--- src/sv/assert_macros.svh ---
// Assertion macros shared by the quadrature position controller RTL
`ifndef ASSERT_MACROS_SVH
`define ASSERT_MACROS_SVH

// Property checked on every rising clk edge, skipped while reset is low
`define QP_ASSERT(lbl, prop, msg) \
	lbl: assert property (@(posedge clk) disable iff (!arst_n) (prop)) else $error(msg);

// Antecedent / consequent form
`define QP_ASSERT_IMP(lbl, ante, cons, msg) \
	`QP_ASSERT(lbl, (ante) |-> (cons), msg)

`endif

--- src/sv/qppid_pkg.sv ---
// Types, codes and constants of the quadrature position controller
`timescale 1ns / 1ps
package qppid_pkg;

	typedef struct packed {
		logic [1:0] func;
		logic       enc_a;
		logic       enc_b;
	} qppid_in_t;

	typedef struct packed {
		logic [13:0]        fwd_level;
		logic [13:0]        rev_level;
		logic signed [15:0] applied_drive;
		logic signed [31:0] encoder_total;
		logic signed [31:0] angle_now;
	} qppid_out_t;

	// input function codes
	localparam logic [1:0] FUNC_SAMPLE = 2'd0;
	localparam logic [1:0] FUNC_TICK   = 2'd1;
	localparam logic [1:0] FUNC_ZERO   = 2'd2;

	// classified operation handed from front to back
	typedef enum logic [1:0] {
		OP_NOP,
		OP_STEP,
		OP_TICK,
		OP_ZERO
	} op_code_t;

	typedef struct packed {
		op_code_t          code;
		logic signed [1:0] delta;
	} qppid_op_t;

	localparam int unsigned QUEUE_DEPTH = 2;

	// configuration port
	localparam int unsigned CFG_IDX_W  = 3;
	localparam int unsigned CFG_DATA_W = 32;

	localparam logic [CFG_IDX_W-1:0] REG_LOOP_MODE   = 3'd0;
	localparam logic [CFG_IDX_W-1:0] REG_GAIN_P      = 3'd1;
	localparam logic [CFG_IDX_W-1:0] REG_GAIN_I      = 3'd2;
	localparam logic [CFG_IDX_W-1:0] REG_GAIN_D      = 3'd3;
	localparam logic [CFG_IDX_W-1:0] REG_OUT_LIMIT   = 3'd4;
	localparam logic [CFG_IDX_W-1:0] REG_TARGET      = 3'd5;
	localparam logic [CFG_IDX_W-1:0] REG_OPEN_DRIVE  = 3'd6;
	localparam logic [CFG_IDX_W-1:0] REG_DEG_PER_CNT = 3'd7;

	localparam logic signed [23:0] RST_GAIN_P      = 24'sd13107;
	localparam logic signed [23:0] RST_GAIN_I      = 24'sd0;
	localparam logic signed [23:0] RST_GAIN_D      = 24'sd655;
	localparam logic [14:0]        RST_OUT_LIMIT   = 15'd24320;
	localparam logic signed [31:0] RST_DEG_PER_CNT = 32'sd6445889;

	localparam logic signed [15:0] FULL_DRIVE = 16'sd25600;
	localparam logic signed [31:0] SUM_LIMIT  = 32'sd327680000;

	// quadrature transition table, index = {last A, last B, A, B}
	function automatic logic signed [1:0] quad_step(input logic [3:0] t);
		logic signed [1:0] s;
		case (t)
			4'd1, 4'd7, 4'd8, 4'd14: s = -2'sd1;
			4'd2, 4'd4, 4'd11, 4'd13: s = 2'sd1;
			default: s = 2'sd0;
		endcase
		return s;
	endfunction

endpackage

--- src/sv/qppid_front.sv ---
// Front end: tracks the last A/B levels and classifies each input word
`timescale 1ns / 1ps
module qppid_front (
	input  logic                  clk,
	input  logic                  arst_n,
	input  qppid_pkg::qppid_in_t  in_word,
	input  logic                  take,
	output qppid_pkg::qppid_op_t  op
);
	import qppid_pkg::*;

	logic [1:0] last_ab_q;

	always_comb begin
		op.code  = OP_NOP;
		op.delta = 2'sd0;
		case (in_word.func)
			FUNC_SAMPLE: begin
				op.code  = OP_STEP;
				op.delta = quad_step({last_ab_q, in_word.enc_a, in_word.enc_b});
			end
			FUNC_TICK: op.code = OP_TICK;
			FUNC_ZERO: op.code = OP_ZERO;
			default:   op.code = OP_NOP;
		endcase
	end

	always_ff @(posedge clk or negedge arst_n) begin
		if (!arst_n) begin
			last_ab_q <= 2'b00;
		end else if (take && (in_word.func == FUNC_SAMPLE || in_word.func == FUNC_ZERO)) begin
			last_ab_q <= {in_word.enc_a, in_word.enc_b};
		end
	end

endmodule

--- config.mk ---
export PLATFORM = sky130hd
export DESIGN_NAME = qppid_front
export DESIGN_NICKNAME = d
export VERILOG_FILES = /design/src/sv/assert_macros.svh /design/src/sv/qppid_pkg.sv /design/src/sv/qppid_front.sv
export SDC_FILE = /design/constraint.sdc
export NUM_CORES = 1
export LEC_CHECK = 0
export BUFFER_PORTS_ARGS = -buffer_cell sky130_fd_sc_hd__buf_2
export CORE_AREA = 2 2 39 41
export DETAILED_ROUTE_END_ITERATION = 10
export DIE_AREA = 0 0 41 43
export GPL_TIMING_DRIVEN = 0
export SETUP_SLACK_MARGIN = 0.05
export SLEW_MARGIN = 20
export SYNTH_ARGS = -nofsm -noshare
export SYNTH_HDL_FRONTEND = slang
export SYNTH_SLANG_ARGS = --single-unit
--- constraint.sdc ---
create_clock -name clk -period 1.4 [get_ports clk]
set_input_delay 0.07 -clock clk [delete_from_list [all_inputs] [get_ports clk]]
set_output_delay 0.07 -clock clk [all_outputs]
set_load 0.01 [all_outputs]
==> reports/results.tsv <==
stage	metric	value	unit
status	status	complete, but fails checks	
status	violations	setup timing	
sta	skew	0	ps
sta	rsz0062_at_grt	true	
worst_hold_path	hold_path.class	input pin to flop	
floorplan	row_count	14	
sta	finalHoldViolCount	0	
cts	clock_latency	220	ps
routing	drcViolationCount	0	
yosys	syn_area	251	um^2
global_routing	antenna_found_initial	0	
global_routing	grt_max_degree	5	
worst_setup_path	worstSetupStartpointType	flop	
finish	largest_register	last_ab_q	
placement	dp_cells	48	
finish	largest_reg_flops	2	
worst_setup_path	critPathKind	flop to primary output	
cts	cts_max_path_buffers	2	
floorplan	die_h	43	um
worst_hold_path	min_to	last_ab_q[0]$_DFFE_PN0P_	
finish	largestRegisters	last_ab_q (2)	
sta	timing.fmax	706	MHz
routing	first_iter_violations	0	
worst_setup_path	end_kind	primary output	
floorplan	die-area	0.00176	mm^2
finish	n_antenna_cell	0	
worst_hold_path	hp-start	in_word[0]	
global_routing	overflow	0	
finish	final_cell_mix	buf_2, ha_1, inv_1	
sta	setup_viol	1	
sta	tns	-16.8	ps
global_routing	grt_pass1_wl	696	um
cts	root_buffer	clkbuf_4	
global_routing	track_usage	0.0657	
sta	drv_slew	0	
routing	first_pass_iters	1	
routing	antenna_left	0	
routing	via_per_inst	3.60	
yosys	syn_area_per_cell	11.4	um^2
finish	final_common_cell	buf_2	
floorplan	die_x	41	um
sta	max_slew_margin	0.796	
routing	via_count	191	
finish	final_util	0.268	
worst_setup_path	rr_worst_depth	1	
finish	area_growth	47.3	%
worst_setup_path	arrival	1350	ps
floorplan	initial_core_util	0.182	
cts	cts_made_buffers	3	
cts	cts_sinks	2	
finish	num-nets-final	53	
finish	fin_cells	53	
placement	port_buffers	10	
worst_hold_path	worstHoldPathCells	2	
finish	layout-drive-gt1-share	0.541	
worst_setup_path	rrSetupSlack	610	ps
sta	setup_ws	-16.8	ps
global_routing	grt_pass1_vias	195	
yosys	ys_ff_latch	2	
power	p_leak	0.209	nW
sta	worst_pin_slew	302	ps
worst_setup_path	crit_required	1330	ps
job	cap_violations	0	
yosys	seq_area_frac_synth	0.199	
sta	period_needed	1420	ps
worst_setup_path	cp_max_fo	3	
placement	gp_congestion	0.649	
sta	period_share	1.01	
cts	cts.reportedPaths.clkPinSlew	30	ps
yosys	synth_cells	22	
yosys	ys_warn_count	0	
cts	cts_tree	done	
power	p_per_area	872	mW/mm^2
cts	htreeDepth	1	
worst_setup_path	reg2reg_to	last_ab_q[1]$_DFFE_PN0P_	
placement	dp_hpwl	321	um
yosys	synthesis.nets	36	
routing	wire_per_inst	7.43	um
floorplan	core_area	0.00138	mm^2
power	peakVddDrop	377	uV
floorplan	io_pins	11	
yosys	synth_cell_types	10	
routing	wl	394	um
worst_setup_path	r2r-start	last_ab_q[1]$_DFFE_PN0P_	
per-layer routing:
layer	global-route usage	routed length, um	vias up
met4	0.0800	0	0
met3	0.0314	15	0
met1	0.0721	163	84
met2	0.0781	215	5
met5	0	0	-
li1	-	-	102
cell type report:
type                            count  area (um^2)
Multi-Input combinational cell     16          189
Inverter                            4         15.0
Sequential cell                     2         50.0
Fill cell                         154         1010
Timing Repair Buffer               12         73.8
Clock buffer                        3         22.5
Tap cell                           16         20.0
cells by family (layout without fill, tap and decap cells):
logic type,count (synthesis),count (layout),synth area share
simple gates,4,4,0.0896
flops,2,2,0.199
xor+xnor,1,1,0.104
mux,3,3,0.179
compound gates,1,1,0.0199
buf+inv,4,19,0.0597
fa+ha+maj,7,7,0.348
power by group:
| group | internal, mW | switching, mW |
|---|---|---|
| registers | 0.0689 | 0.0102 |
| clock network | 0.0945 | 0.0311 |
| logic | 0.0799 | 0.0386 |
| total | 0.243 | 0.0799 |
cell usage after synthesis:
| master | instances | area (um^2) |
|---|---|---|
| and2_1 | 1 | 6.26 |
| nor2_1 | 2 | 7.51 |
| o21ai_0 | 1 | 5.00 |
| mux4_2 | 1 | 22.5 |
| mux2_2 | 2 | 22.5 |
| xnor3_4 | 1 | 26.3 |
| nor2b_2 | 1 | 8.76 |
| ha_1 | 7 | 87.6 |
| inv_1 | 4 | 15.0 |
| dfrtp_1 | 2 | 50.1 |
through the flow:
stage	hold slack [ps]	setup WS, ps	total power, mW	instance area (um^2)
2_1_floorplan	-226	278	0.157	251
3_3_place_gp	-146	111	0.186	322
3_5_place_dp	-143	105	0.186	322
4_1_cts	133	-54.2	0.324	354
5_1_grt	149	-63.9	0.352	370
6_report	144	-16.8	0.323	370
critical path, cell delays in order (launching register included):
cell and delay (ps):
dfrtp_1 370, mux4_2 500, and2_4 150, buf_6 110
how the worst max path moves through the flow:
| stage | slack [ps] | start | endpoint | cells past startpoint |
|---|---|---|---|---|
| after CTS | -50 | last_ab_q[0]$_DFFE_PN0P_ | op[1] | 3 |
| final | -20 | last_ab_q[0]$_DFFE_PN0P_ | op[1] | 3 |
| after global routing | -60 | last_ab_q[0]$_DFFE_PN0P_ | op[1] | 3 |
| after floorplan | 280 | last_ab_q[0]$_DFFE_PN0P_ | op[1] | 2 |
| after detailed placement | 100 | in_word[0] | op[0] | 6 |
| after global placement | 110 | in_word[0] | op[0] | 6 |
what timing repair did:
| item | CTS | global route |
|---|---|---|
| hold buffers | 1 | 0 |
| cloned | 0 | 0 |
| hold endpoints to repair | 2 | 0 |
| pin swaps | 2 | 0 |
| endpoints found under the setup margin | 2 | 2 |
| gates resized for setup | 0 | 2 |
| buffers inserted | 0 | 1 |
Note: power is estimated with default switching activity, not from simulation.
