$ cat config.mk
export PLATFORM = sky130hd
export DESIGN_NAME = qppid_fifo
export DESIGN_NICKNAME = d
export VERILOG_FILES = /design/src/sv/qppid_pkg.sv /design/src/sv/qppid_fifo.sv
export VERILOG_INCLUDE_DIRS = /design/src /design/src/sv
export SDC_FILE = /design/constraint.sdc
export NUM_CORES = 1
export LEC_CHECK = 0
export BUFFER_PORTS_ARGS = -buffer_cell sky130_fd_sc_hd__buf_2
export CORE_AREA = 10 10 47 49
export CTS_BUF_LIST = sky130_fd_sc_hd__clkbuf_4 sky130_fd_sc_hd__clkbuf_8
export DETAILED_ROUTE_END_ITERATION = 7
export DIE_AREA = 0 0 57 59
export PLACE_DENSITY_LB_ADDON = 0.08
export SYNTH_ARGS = -nofsm -noshare
export SYNTH_HDL_FRONTEND = slang
export SYNTH_SLANG_ARGS = --single-unit
$ cat constraint.sdc
create_clock -name clk -period 0.9 [get_ports clk]
set_input_delay 0.18 -clock clk [delete_from_list [all_inputs] [get_ports clk]]
set_output_delay 0.18 -clock clk [all_outputs]
set_load 0.01 [all_outputs]
$ cat src/sv/assert_macros.svh
// Assertion macros shared by the quadrature position controller RTL
`ifndef ASSERT_MACROS_SVH
`define ASSERT_MACROS_SVH

// Property checked on every rising clk edge, skipped while reset is low
`define QP_ASSERT(lbl, prop, msg) \
	lbl: assert property (@(posedge clk) disable iff (!arst_n) (prop)) else $error(msg);

// Antecedent / consequent form
`define QP_ASSERT_IMP(lbl, ante, cons, msg) \
	`QP_ASSERT(lbl, (ante) |-> (cons), msg)

`endif

$ cat src/sv/qppid_pkg.sv
// Types, codes and constants of the quadrature position controller
`timescale 1ns / 1ps
package qppid_pkg;

	typedef struct packed {
		logic [1:0] func;
		logic       enc_a;
		logic       enc_b;
	} qppid_in_t;

	typedef struct packed {
		logic [13:0]        fwd_level;
		logic [13:0]        rev_level;
		logic signed [15:0] applied_drive;
		logic signed [31:0] encoder_total;
		logic signed [31:0] angle_now;
	} qppid_out_t;

	// input function codes
	localparam logic [1:0] FUNC_SAMPLE = 2'd0;
	localparam logic [1:0] FUNC_TICK   = 2'd1;
	localparam logic [1:0] FUNC_ZERO   = 2'd2;

	// classified operation handed from front to back
	typedef enum logic [1:0] {
		OP_NOP,
		OP_STEP,
		OP_TICK,
		OP_ZERO
	} op_code_t;

	typedef struct packed {
		op_code_t          code;
		logic signed [1:0] delta;
	} qppid_op_t;

	localparam int unsigned QUEUE_DEPTH = 2;

	// configuration port
	localparam int unsigned CFG_IDX_W  = 3;
	localparam int unsigned CFG_DATA_W = 32;

	localparam logic [CFG_IDX_W-1:0] REG_LOOP_MODE   = 3'd0;
	localparam logic [CFG_IDX_W-1:0] REG_GAIN_P      = 3'd1;
	localparam logic [CFG_IDX_W-1:0] REG_GAIN_I      = 3'd2;
	localparam logic [CFG_IDX_W-1:0] REG_GAIN_D      = 3'd3;
	localparam logic [CFG_IDX_W-1:0] REG_OUT_LIMIT   = 3'd4;
	localparam logic [CFG_IDX_W-1:0] REG_TARGET      = 3'd5;
	localparam logic [CFG_IDX_W-1:0] REG_OPEN_DRIVE  = 3'd6;
	localparam logic [CFG_IDX_W-1:0] REG_DEG_PER_CNT = 3'd7;

	localparam logic signed [23:0] RST_GAIN_P      = 24'sd13107;
	localparam logic signed [23:0] RST_GAIN_I      = 24'sd0;
	localparam logic signed [23:0] RST_GAIN_D      = 24'sd655;
	localparam logic [14:0]        RST_OUT_LIMIT   = 15'd24320;
	localparam logic signed [31:0] RST_DEG_PER_CNT = 32'sd6445889;

	localparam logic signed [15:0] FULL_DRIVE = 16'sd25600;
	localparam logic signed [31:0] SUM_LIMIT  = 32'sd327680000;

	// quadrature transition table, index = {last A, last B, A, B}
	function automatic logic signed [1:0] quad_step(input logic [3:0] t);
		logic signed [1:0] s;
		case (t)
			4'd1, 4'd7, 4'd8, 4'd14: s = -2'sd1;
			4'd2, 4'd4, 4'd11, 4'd13: s = 2'sd1;
			default: s = 2'sd0;
		endcase
		return s;
	endfunction

endpackage

$ cat src/sv/qppid_fifo.sv
// Short operation queue between front and back
`timescale 1ns / 1ps
`include "assert_macros.svh"
module qppid_fifo (
	input  logic                  clk,
	input  logic                  arst_n,
	input  logic                  push,
	input  qppid_pkg::qppid_op_t  push_op,
	input  logic                  pop,
	output qppid_pkg::qppid_op_t  head,
	output logic                  full,
	output logic                  empty
);
	import qppid_pkg::*;

	localparam int unsigned PTR_W = (QUEUE_DEPTH > 1) ? $clog2(QUEUE_DEPTH) : 1;
	localparam int unsigned CNT_W = $clog2(QUEUE_DEPTH + 1);

	qppid_op_t        mem_q [QUEUE_DEPTH];
	logic [PTR_W-1:0] wr_ptr_q;
	logic [PTR_W-1:0] rd_ptr_q;
	logic [CNT_W-1:0] count_q;

	assign full  = (count_q == CNT_W'(QUEUE_DEPTH));
	assign empty = (count_q == '0);
	assign head  = mem_q[rd_ptr_q];

	function automatic logic [PTR_W-1:0] next_ptr(input logic [PTR_W-1:0] p);
		return (p == PTR_W'(QUEUE_DEPTH - 1)) ? '0 : p + 1'b1;
	endfunction

	always_ff @(posedge clk) begin
		if (push) begin
			mem_q[wr_ptr_q] <= push_op;
		end
	end

	always_ff @(posedge clk or negedge arst_n) begin
		if (!arst_n) begin
			wr_ptr_q <= '0;
			rd_ptr_q <= '0;
			count_q  <= '0;
		end else begin
			if (push) wr_ptr_q <= next_ptr(wr_ptr_q);
			if (pop)  rd_ptr_q <= next_ptr(rd_ptr_q);
			if (push && !pop)      count_q <= count_q + 1'b1;
			else if (pop && !push) count_q <= count_q - 1'b1;
		end
	end

	`QP_ASSERT_IMP(a_fifo_no_overflow, push && full, pop, "push into full queue")
	`QP_ASSERT_IMP(a_fifo_no_underflow, pop, !empty, "pop from empty queue")

endmodule

==> results of run 1 <==
## per-stage QoR
stage	cells	hold WS [ns]	area, sq um	TNS (ns)	total power (uW)
after global routing	69	0.0821	731	-2.93	2410
final	69	0.105	731	-2.26	2260
after CTS	69	0.0946	716	-2.35	2230
after global placement	62	-0.00815	608	-0.858	1540
after detailed placement	62	-0.00341	608	-1.08	1560
after floorplan	28	-0.116	485	-0.138	1250
## worst max-delay path, delay by kind of cell, from the launching register on
family	cells	cell delay (ns)
buf+inv	1	0.12
flops	1	0.46
mux	1	0.31
## worst max-delay path by stage
stage | startpoint | endpoint | cells after the start
2_1_floorplan | rd_ptr_q | head[2] | 1
3_3_place_gp | rd_ptr_q | head[3] | 2
3_5_place_dp | rd_ptr_q | head[3] | 2
4_1_cts | rd_ptr_q | head[3] | 2
5_1_grt | rd_ptr_q | head[3] | 2
6_report | rd_ptr_q | head[3] | 2
## logic make-up after synthesis
family	after synthesis	share of synthesized area
buffers and inverters	1	0.00791
adder cells (fa/ha/maj)	1	0.0264
multiplexers	4	0.0950
XOR/XNOR	5	0.0923
AND/OR/NAND/NOR	5	0.0607
flip-flops	12	0.718
## routing by layer
layer,global-route usage,routed length (um),up-vias
met1,0.0481,297,126
met2,0.0853,422,9
met5,0,0,-
met4,0.0403,0,0
li1,-,-,148
met3,0.0300,74,0
## power by group through the flow
stage / sequential, uW / clock [uW] / combinational (uW)
after global routing: 927 / 457 / 1030
after CTS: 899 / 420 / 910
after global placement: 897 / 0 / 644
after floorplan: 891 / 0 / 364
after detailed placement: 909 / 0 / 648
final: 901 / 402 / 954
## state kept, by name (all words and copies together), names as in the netlist
signal,cells
count_q,2
mem_q,8
rd_ptr_q,1
wr_ptr_q,1
## final cells by class
class                      count  area, sq um
sequential                    12          342
tap                           16         20.0
fill                         133          671
multi-input combinational     15          163
timing repair buffer          21          166
clock buffer                   4         36.3
inverter                       1         3.75
## what timing repair did
item / CTS / global route
setup buffers: 2 / 1
gates resized for setup: 10 / 3
pin swaps: 0 / 3
hold endpoints to repair: 4 / 0
hold buffers: 1 / 0
endpoints found under the setup margin: 15 / 16
## placed cells by master (no fill, tap or decap)
| cell type | n |
|---|---|
| buf_2 | 8 |
| edfxtp_1 | 8 |
| buf_6 | 7 |
| buf_4 | 5 |
| mux2_4 | 4 |
| xor2_1 | 4 |
| clkbuf_4 | 3 |
| dfrtp_1 | 3 |
| nor2_1 | 2 |
| and2_4 | 1 |
| and2b_2 | 1 |
| nor2b_4 | 1 |
| xnor2_2 | 1 |
| inv_1 | 1 |
| ha_1 | 1 |
| clkbuf_8 | 1 |
| dlygate4sd3_1 | 1 |
| dfrtp_2 | 1 |
==> qor.yml, run 1 <==
setup_path:
  rr_endpoint: "count_q[1]"
  r2r_cells: 4
  cp_cell_sequence: "mux2_4 > buf_6"
  endpoint_kind: "output pin"
  slowest_stage: "dfrtp_2"
  cp-start-kind: "flip-flop"
  crit_type: "reg2out"
  cp.required_ns: 0.72
  arrival_ns: 1.15
  crit_path_max_fanout: 5
  critPathMaxStageDelay_ns: 0.46
  reg2reg_from: "count_q[0]"
  rrSetupSlack_ns: -0.11
cells_and_area:
  syn2layout_area_growth_pct: 54.1
  diodes: 0
  drive_gt1_frac: 0.623
  nNetsFinal: 63
  final_util: 0.521
status:
  status: "finished, violations left"
  violations: "setup timing"
clock_tree:
  cts_made_buffers: 3
  cts_num_sinks: 12
  cts_tree: "yes"
  clk_pin_slew_ns: 0.07
  cts_root_buffer: "clkbuf_4"
  cts_max_level: 1
  cts_buffer_depth: 2
  clk_latency_ns: 0.26
detailed_routing:
  wl_per_cell_um: 11.5
  wl_um: 794
  ant_nets: 0
  drt-initial-drc-count: 2
  drc: 0
  firstDrtPassIters: 2
  avgViaCountPerCell: 4.10
  vias: 283
floorplanning:
  placementRows: 14
  core-area_sq_um: 1400
  start_util: 0.338
  dieArea_sq_um: 3360
  fp.dieH_um: 59
  ios: 14
  die_x_um: 57
power_and_ir_drop:
  sw_frac_of_total: 0.268
  ir_drop_mv: 1.58
  combPwrFrac: 0.423
  p_switching_uw: 605
  p_clk_frac: 0.178
  p_per_area_nw_per_um2: 3090
  leakage_uw: 0.000338
  intPower_uw: 1650
  pwr-share-seq: 0.399
logic_synthesis:
  syn-instance-count: 28
  synth_top_cell_by_area: "edfxtp_1"
  synth.avg_cell_area_sq_um: 16.9
  yosysSeqAreaShare: 0.718
  synthArstFlopShare: 0.333
  yosysMostFrequentCell: "edfxtp_1"
  synthTopCellsByCount: "edfxtp_1, dfrtp_1, mux2_2, xor2_1, nor2_1"
  synth_edf_count: 8
  netlist_area_sq_um: 474
  ys_ff_latch: 12
  synth_ff_type: "edfxtp_1"
  yosys-top-cells-area: "edfxtp_1, dfrtp_1, mux2_2"
  ys_types: 11
  synth_fp_nets: 37
  ys_warn_count: 0
  synth_top_area_share: 0.507
timing:
  slew_headroom: 0.894
  finalCritPeriodShare: 1.48
  final_max_slew_viol_count: 0
  layout_setup_ws_ns: -0.431
  rsz0062_at_grt: "yes"
  fin_skew_ns: 0.00167
  setup_viol: 7
  fin_crit_ns: 1.33
  fmax_ghz: 0.751
  tightest_slew_ns: 0.158
  hold_violations: 0
global_routing:
  track_usage: 0.0526
  antenna_found_initial: 0
  grt_pass1_wl_um: 1360
  grt_pass1_vias: 328
  grt_max_degree: 8
  gr-total-overflow: 0
placed_design:
  place_congestion: 0.643
  port-buffer-count: 13
  pre_cts_slack_ns: -0.160
flow_run:
  drv_cap: 0
hold_path:
  min_from: "push_op[1]"
  min_to: "mem_q[1][1]"
  hold_class: "in2reg"
  hold_depth: 1
Note: power is estimated with default switching activity, not from simulation.
==> run 2: changes to the inputs <==
--- a/config.mk
+++ b/config.mk
@@ -8,7 +8,7 @@
 export LEC_CHECK = 0
 export BUFFER_PORTS_ARGS = -buffer_cell sky130_fd_sc_hd__buf_2
 export CORE_AREA = 10 10 47 49
-export CTS_BUF_LIST = sky130_fd_sc_hd__clkbuf_4 sky130_fd_sc_hd__clkbuf_8
+export CTS_BUF_LIST = sky130_fd_sc_hd__clkbuf_8
 export DETAILED_ROUTE_END_ITERATION = 7
 export DIE_AREA = 0 0 57 59
 export PLACE_DENSITY_LB_ADDON = 0.08
==> run 2 against run 1 <==
Net effect:
- the run still ends with setup timing left
- combinational power hardly changed
- core utilization is 1.3 points higher
- hold slack better by 0.031 ns
- flip-flop and latch count stayed put
- worst setup slack better by 0.036 ns
- non-clock buffer count stayed put
==> qor.yml, run 2 (synthesized netlist as in run 1, its figures left out) <==
placed_design:
  place_congestion: 0.643  # unchanged
  placed_area_sq_um: 608  # unchanged
  port-buffer-count: 13  # unchanged
  dp.cells: 62  # unchanged
setup_path:
  r2r_cells: 4  # unchanged
  crit_path_max_fanout: 5  # unchanged
  rrSetupSlack_ns: -0.11  # about the same
  startpoint: "rd_ptr_q"
  reg2reg_from: "count_q[0]"
  endpoint_kind: "output pin"
  arrival_ns: 1.12  # -0.03 ns
  rr_endpoint: "count_q[1]"
  cp-start-kind: "flip-flop"
  cp.required_ns: 0.72  # about the same
  crit_type: "reg2out"
cells_and_area:
  largest_reg_flops: 8  # unchanged
  nNetsFinal: 63  # unchanged
  final_util: 0.535  # +0.0134
  largest_registers: "mem_q (8), count_q (2)"
  drive_gt1_frac: 0.623  # unchanged
  stdcell_count: 69  # unchanged
  final_cell_mix: "buf_2, edfxtp_1, buf_6, buf_4"
  final_cell_area_sq_um: 749  # +2.6%
  syn2layout_area_growth_pct: 58.0
  diodes: 0  # unchanged
  regMostFlops: "mem_q"
status:
  violations: "setup timing"
  status: "finished, violations left"
timing:
  fmax_ghz: 0.772  # +2.8%
  rsz0062_at_grt: "yes"
  hold_violations: 0  # unchanged
  layout_setup_ws_ns: -0.395  # +0.0360 ns
  fin_crit_ns: 1.30  # -0.0360 ns
  finalCritPeriodShare: 1.44  # -0.0399
  hold_ws_ns: 0.136  # +0.0306 ns
  slew_headroom: 0.898  # +0.00326
  tightest_slew_ns: 0.153  # -0.00489 ns
  fin_skew_ns: 0.00386  # +0.00220 ns
  setup_viol: 7  # unchanged
  final_max_slew_viol_count: 0  # unchanged
global_routing:
  track_usage: 0.0486  # -0.00394
  grt_pass1_vias: 320  # -2.4%
  met3_usage: 0.0300  # unchanged
  grt_pass1_wl_um: 1320  # -3.1%
  antenna_found_initial: 0  # unchanged
  busiest_layer: "met2"
  grt_use_met2: 0.0853  # unchanged
  gr-usage-met1: 0.0481  # unchanged
  grt_max_degree: 8  # unchanged
  gr-total-overflow: 0  # unchanged
clock_tree:
  clk_latency_ns: 0.23  # -0.03 ns
  cts_num_sinks: 12  # unchanged
  cts_tree: "yes"
  clk_pin_slew_ns: 0.05  # -0.02 ns
  cts_max_level: 1  # unchanged
  cts_root_buffer: "clkbuf_8"
  cts_made_buffers: 3  # unchanged
  cts_buffer_depth: 2  # unchanged
hold_path:
  hold_class: "in2reg"
  hold_depth: 1  # unchanged
  min_from: "push_op[1]"
  min_to: "mem_q[1][1]"
flow_run:
  drv_cap: 0  # unchanged
floorplanning:
  ios: 14  # unchanged
  placementRows: 14  # unchanged
  dieArea_sq_um: 3360  # unchanged
  die_x_um: 57  # unchanged
  fp.dieH_um: 59  # unchanged
  core-area_sq_um: 1400  # unchanged
  start_util: 0.338  # unchanged
detailed_routing:
  wl_um: 777  # -2.1%
  vias: 288  # +1.8%
  drc: 0  # unchanged
  avgViaCountPerCell: 4.17  # +1.8%
  wl_per_cell_um: 11.3  # -2.1%
  firstDrtPassIters: 4  # +2
  drt-initial-drc-count: 4  # +2
  ant_nets: 0  # unchanged
power_and_ir_drop:
  p_per_area_nw_per_um2: 3220  # +4.1%
  ir_drop_mv: 1.27  # -19%
  leakage_uw: 0.000346  # +2.3%
==> run 2: changes by cell type in the layout (fill, tap and decap cells not counted) <==
| cell | previous run | this run |
|---|---|---|
| clkbuf_8 | 1 | 4 |
| clkbuf_4 | 3 | 0 |
==> run 2: per-layer routing <==
| metal | up-vias | part of all wire | wire, um |
|---|---|---|---|
| met4 | 0 | 0 | 0 |
| li1 | 147 | - | - |
| met2 | 9 | 0.53 | 412 |
| met5 | - | 0 | 0 |
| met3 | 0 | 0.095 | 74 |
| met1 | 132 | 0.37 | 290 |
==> run 2: power breakdown <==
group / total [uW] / internal, uW / leakage (uW) / switching, uW
Clock: 554 / 384 / 0.0000288 / 170
Sequential: 903 / 773 / 0.000121 / 129
Combinational: 954 / 635 / 0.000197 / 318
==> run 2: layout make-up <==
| type | count | area (sq um) |
|---|---|---|
| Fill cell | 124 | 652 |
| Timing Repair Buffer | 21 | 166 |
| Tap cell | 16 | 20.0 |
| Sequential cell | 12 | 342 |
| Clock buffer | 4 | 55.1 |
| Multi-Input combinational cell | 15 | 163 |
| Inverter | 1 | 3.75 |
==> run 2: worst max-delay path by stage <==
| stage | depth (start not counted) | slack (ns) | to |
|---|---|---|---|
| floorplan | 1 | -0.05 | head[2] |
| global placement | 2 | -0.15 | head[3] |
| detailed placement | 2 | -0.16 | head[3] |
| CTS | 2 | -0.40 | head[3] |
| global route | 2 | -0.43 | head[3] |
| finish | 2 | -0.40 | head[3] |
==> run 2: what timing repair did <==
action                     4_1_cts  5_1_grt
pin swaps                        0        3
gates resized for setup         10        3
setup endpoints to repair       15       16
hold buffers                     1        0
hold endpoints to repair         4        0
setup buffers                    2        1
==> run 2: metrics by stage <==
stage	power [uW]	setup WS (ns)	TNS (ns)
3_5_place_dp	1560	-0.160	-1.08
2_1_floorplan	1250	-0.0461	-0.138
4_1_cts	2380	-0.404	-2.08
5_1_grt	2560	-0.435	-2.53
3_3_place_gp	1540	-0.152	-0.858
6_report	2410	-0.395	-2.05
==> run 2: worst max-delay path: stages (launching register included) <==
cell     delay (ns)
dfrtp_2        0.45
mux2_4         0.31
buf_6          0.12
==> run 3: changes to the inputs <==
--- a/config.mk
+++ b/config.mk
@@ -11,6 +11,7 @@
 export CTS_BUF_LIST = sky130_fd_sc_hd__clkbuf_8
 export DETAILED_ROUTE_END_ITERATION = 7
 export DIE_AREA = 0 0 57 59
+export GPL_TIMING_DRIVEN = 0
 export PLACE_DENSITY_LB_ADDON = 0.08
 export SYNTH_ARGS = -nofsm -noshare
 export SYNTH_HDL_FRONTEND = slang
==> run 3 against run 2 <==
Net effect:
- the run still ends with setup timing left
- clock skew decreased by 0.0029 ns
- power decreased by 6.4%
- highest routed layer unchanged
- first-iteration DRC count decreased by 100%
- global-route usage increased by 0.47 points
- non-clock buffer count decreased by 3
- flip-flop and latch count unchanged
- largest cell class unchanged
- fmax decreased by 1.0%
- worst setup slack got worse by 0.013 ns
- clock-buffer cell count decreased by 1
==> qor.yml, run 3 (synthesized netlist as in run 1, its figures left out) <==
clock_tree:
  cts_root_buffer: "clkbuf_8"
  cts_tree: "yes"
  clk_pin_slew_ns: 0.05  # about the same
  cts_max_level: 1  # unchanged
  clk_latency_ns: 0.23  # about the same
  cts_num_sinks: 12  # unchanged
  cts_made_buffers: 3  # unchanged
  cts_buffer_depth: 2  # unchanged
power_and_ir_drop:
  ir_drop_mv: 1.65  # +30%
  p_per_area_nw_per_um2: 3200  # -0.61%
  leakage_uw: 0.000319  # -7.8%
detailed_routing:
  avgViaCountPerCell: 4.35  # +4.2%
  ant_nets: 0  # unchanged
  firstDrtPassIters: 1  # -3
  drc: 0  # unchanged
  wl_um: 797  # +2.6%
  drt-initial-drc-count: 0  # -4
  vias: 287  # -0.35%
  wl_per_cell_um: 12.1  # +7.2%
floorplanning:
  fp.dieH_um: 59  # unchanged
  die_x_um: 57  # unchanged
  placementRows: 14  # unchanged
  core-area_sq_um: 1400  # unchanged
  dieArea_sq_um: 3360  # unchanged
  start_util: 0.338  # unchanged
  ios: 14  # unchanged
global_routing:
  grt_pass1_vias: 345  # +7.8%
  grt_pass1_wl_um: 1370  # +4.3%
  grt_max_degree: 8  # unchanged
  track_usage: 0.0533  # +0.00468
  antenna_found_initial: 0  # unchanged
  gr-total-overflow: 0  # unchanged
cells_and_area:
  nNetsFinal: 60  # -4.8%
  final_cell_area_sq_um: 706  # -5.8%
  drive_gt1_frac: 0.560  # -0.0626
  regMostFlops: "mem_q"
  syn2layout_area_growth_pct: 48.8
  diodes: 0  # unchanged
  largest_reg_flops: 8  # unchanged
  final_cell_mix: "buf_2, edfxtp_1, buf_6, mux2_4, xor2_1"
  largest_registers: "mem_q (8), count_q (2)"
  final_util: 0.504  # -0.0313
timing:
  layout_setup_ws_ns: -0.408  # -0.0130 ns
  hold_violations: 0  # unchanged
  slew_headroom: 0.889  # -0.00883
  final_max_slew_viol_count: 0  # unchanged
  fin_crit_ns: 1.31  # +0.0130 ns
  fmax_ghz: 0.764  # -1.0%
  rsz0062_at_grt: "yes"
  tightest_slew_ns: 0.167  # +0.0132 ns
  setup_viol: 7  # unchanged
  fin_skew_ns: 0.00100  # -0.00286 ns
  finalCritPeriodShare: 1.45  # +0.0145
hold_path:
  hold_class: "in2reg"
  min_to: "mem_q[1][1]"
  min_from: "push_op[1]"
  hold_depth: 1  # unchanged
placed_design:
  placed_area_sq_um: 571  # -6.2%
  place_congestion: 0.651  # +1.2%
  place_hpwl_um: 646
  port-buffer-count: 13  # unchanged
setup_path:
  rrSetupSlack_ns: -0.14  # -0.03 ns
  cp-start-kind: "flip-flop"
  startpoint: "rd_ptr_q"
  arrival_ns: 1.13  # about the same
  critPathMaxStageDelay_ns: 0.46  # about the same
  endpoint_kind: "output pin"
  crit_type: "reg2out"
  r2r_cells: 4  # unchanged
  reg2reg_from: "count_q[0]"
  crit_path_max_fanout: 5  # unchanged
  rr_endpoint: "count_q[1]"
  cp.required_ns: 0.72  # about the same
  slowest_stage: "dfrtp_2"
  cp_cell_sequence: "mux2_4 > buf_6"
flow_run:
  drv_cap: 0  # unchanged
status:
  status: "finished, violations left"
  violations: "setup timing"
## run 3: cell types whose count changed in the layout (fill, tap and decap cells not counted), sizes merged
cell / change
buf: -3
clkinv: +1
clkbuf: -1
## run 3: what timing repair did
item,in CTS,in global routing
hold endpoints to repair,4,0
pin swaps,0,3
gates resized for setup,9,1
setup buffers,4,0
hold buffers,1,0
setup endpoints to repair,15,14
## run 3: critical path: cells and delay by family (launching register included)
| kind | cells | cell delay [ns] |
|---|---|---|
| mux | 1 | 0.32 |
| flops | 1 | 0.46 |
| buf+inv | 1 | 0.12 |
## run 3: worst max path at each step
stage	end	slack (ns)	cells after the start
floorplan	head[2]	-0.05	1
global route	head[2]	-0.44	2
detailed placement	head[2]	-0.19	2
CTS	head[2]	-0.42	2
global placement	head[2]	-0.18	2
finish	head[2]	-0.41	2
## run 3: through the flow
stage	worst slack (ns)	total power (uW)	setup TNS [ns]	hold WS, ns	cells
floorplan	-0.0461	1250	-0.138	-0.116	28
global placement	-0.179	1440	-0.950	-0.0136	57
detailed placement	-0.186	1460	-1.07	-0.00813	57
CTS	-0.416	2280	-2.19	0.127	66
global route	-0.444	2420	-2.56	0.125	66
finish	-0.408	2260	-2.16	0.137	66
## run 3: cell type report
| cell class | count | area, sq um |
|---|---|---|
| repair buffers | 18 | 140 |
| clock inverters | 1 | 3.75 |
| multi-input cells | 15 | 155 |
| clock buffers | 3 | 41.3 |
| flip-flops and latches | 12 | 342 |
| well taps | 16 | 20.0 |
| fillers | 133 | 696 |
| inverters | 1 | 3.75 |
## run 3: report_power, final
group | internal [uW] | total, uW | switching (uW)
Sequential | 774 | 918 | 145
Clock | 299 | 473 | 174
Combinational | 571 | 865 | 294
## run 3: layer usage
| layer | vias up | track usage | routed length (um) |
|---|---|---|---|
| met1 | 139 | 0.0379 | 244 |
| met5 | - | 0 | 0 |
| met3 | 0 | 0.0322 | 86 |
| met2 | 9 | 0.0992 | 467 |
| met4 | 0 | 0.0403 | 0 |
| li1 | 139 | - | - |
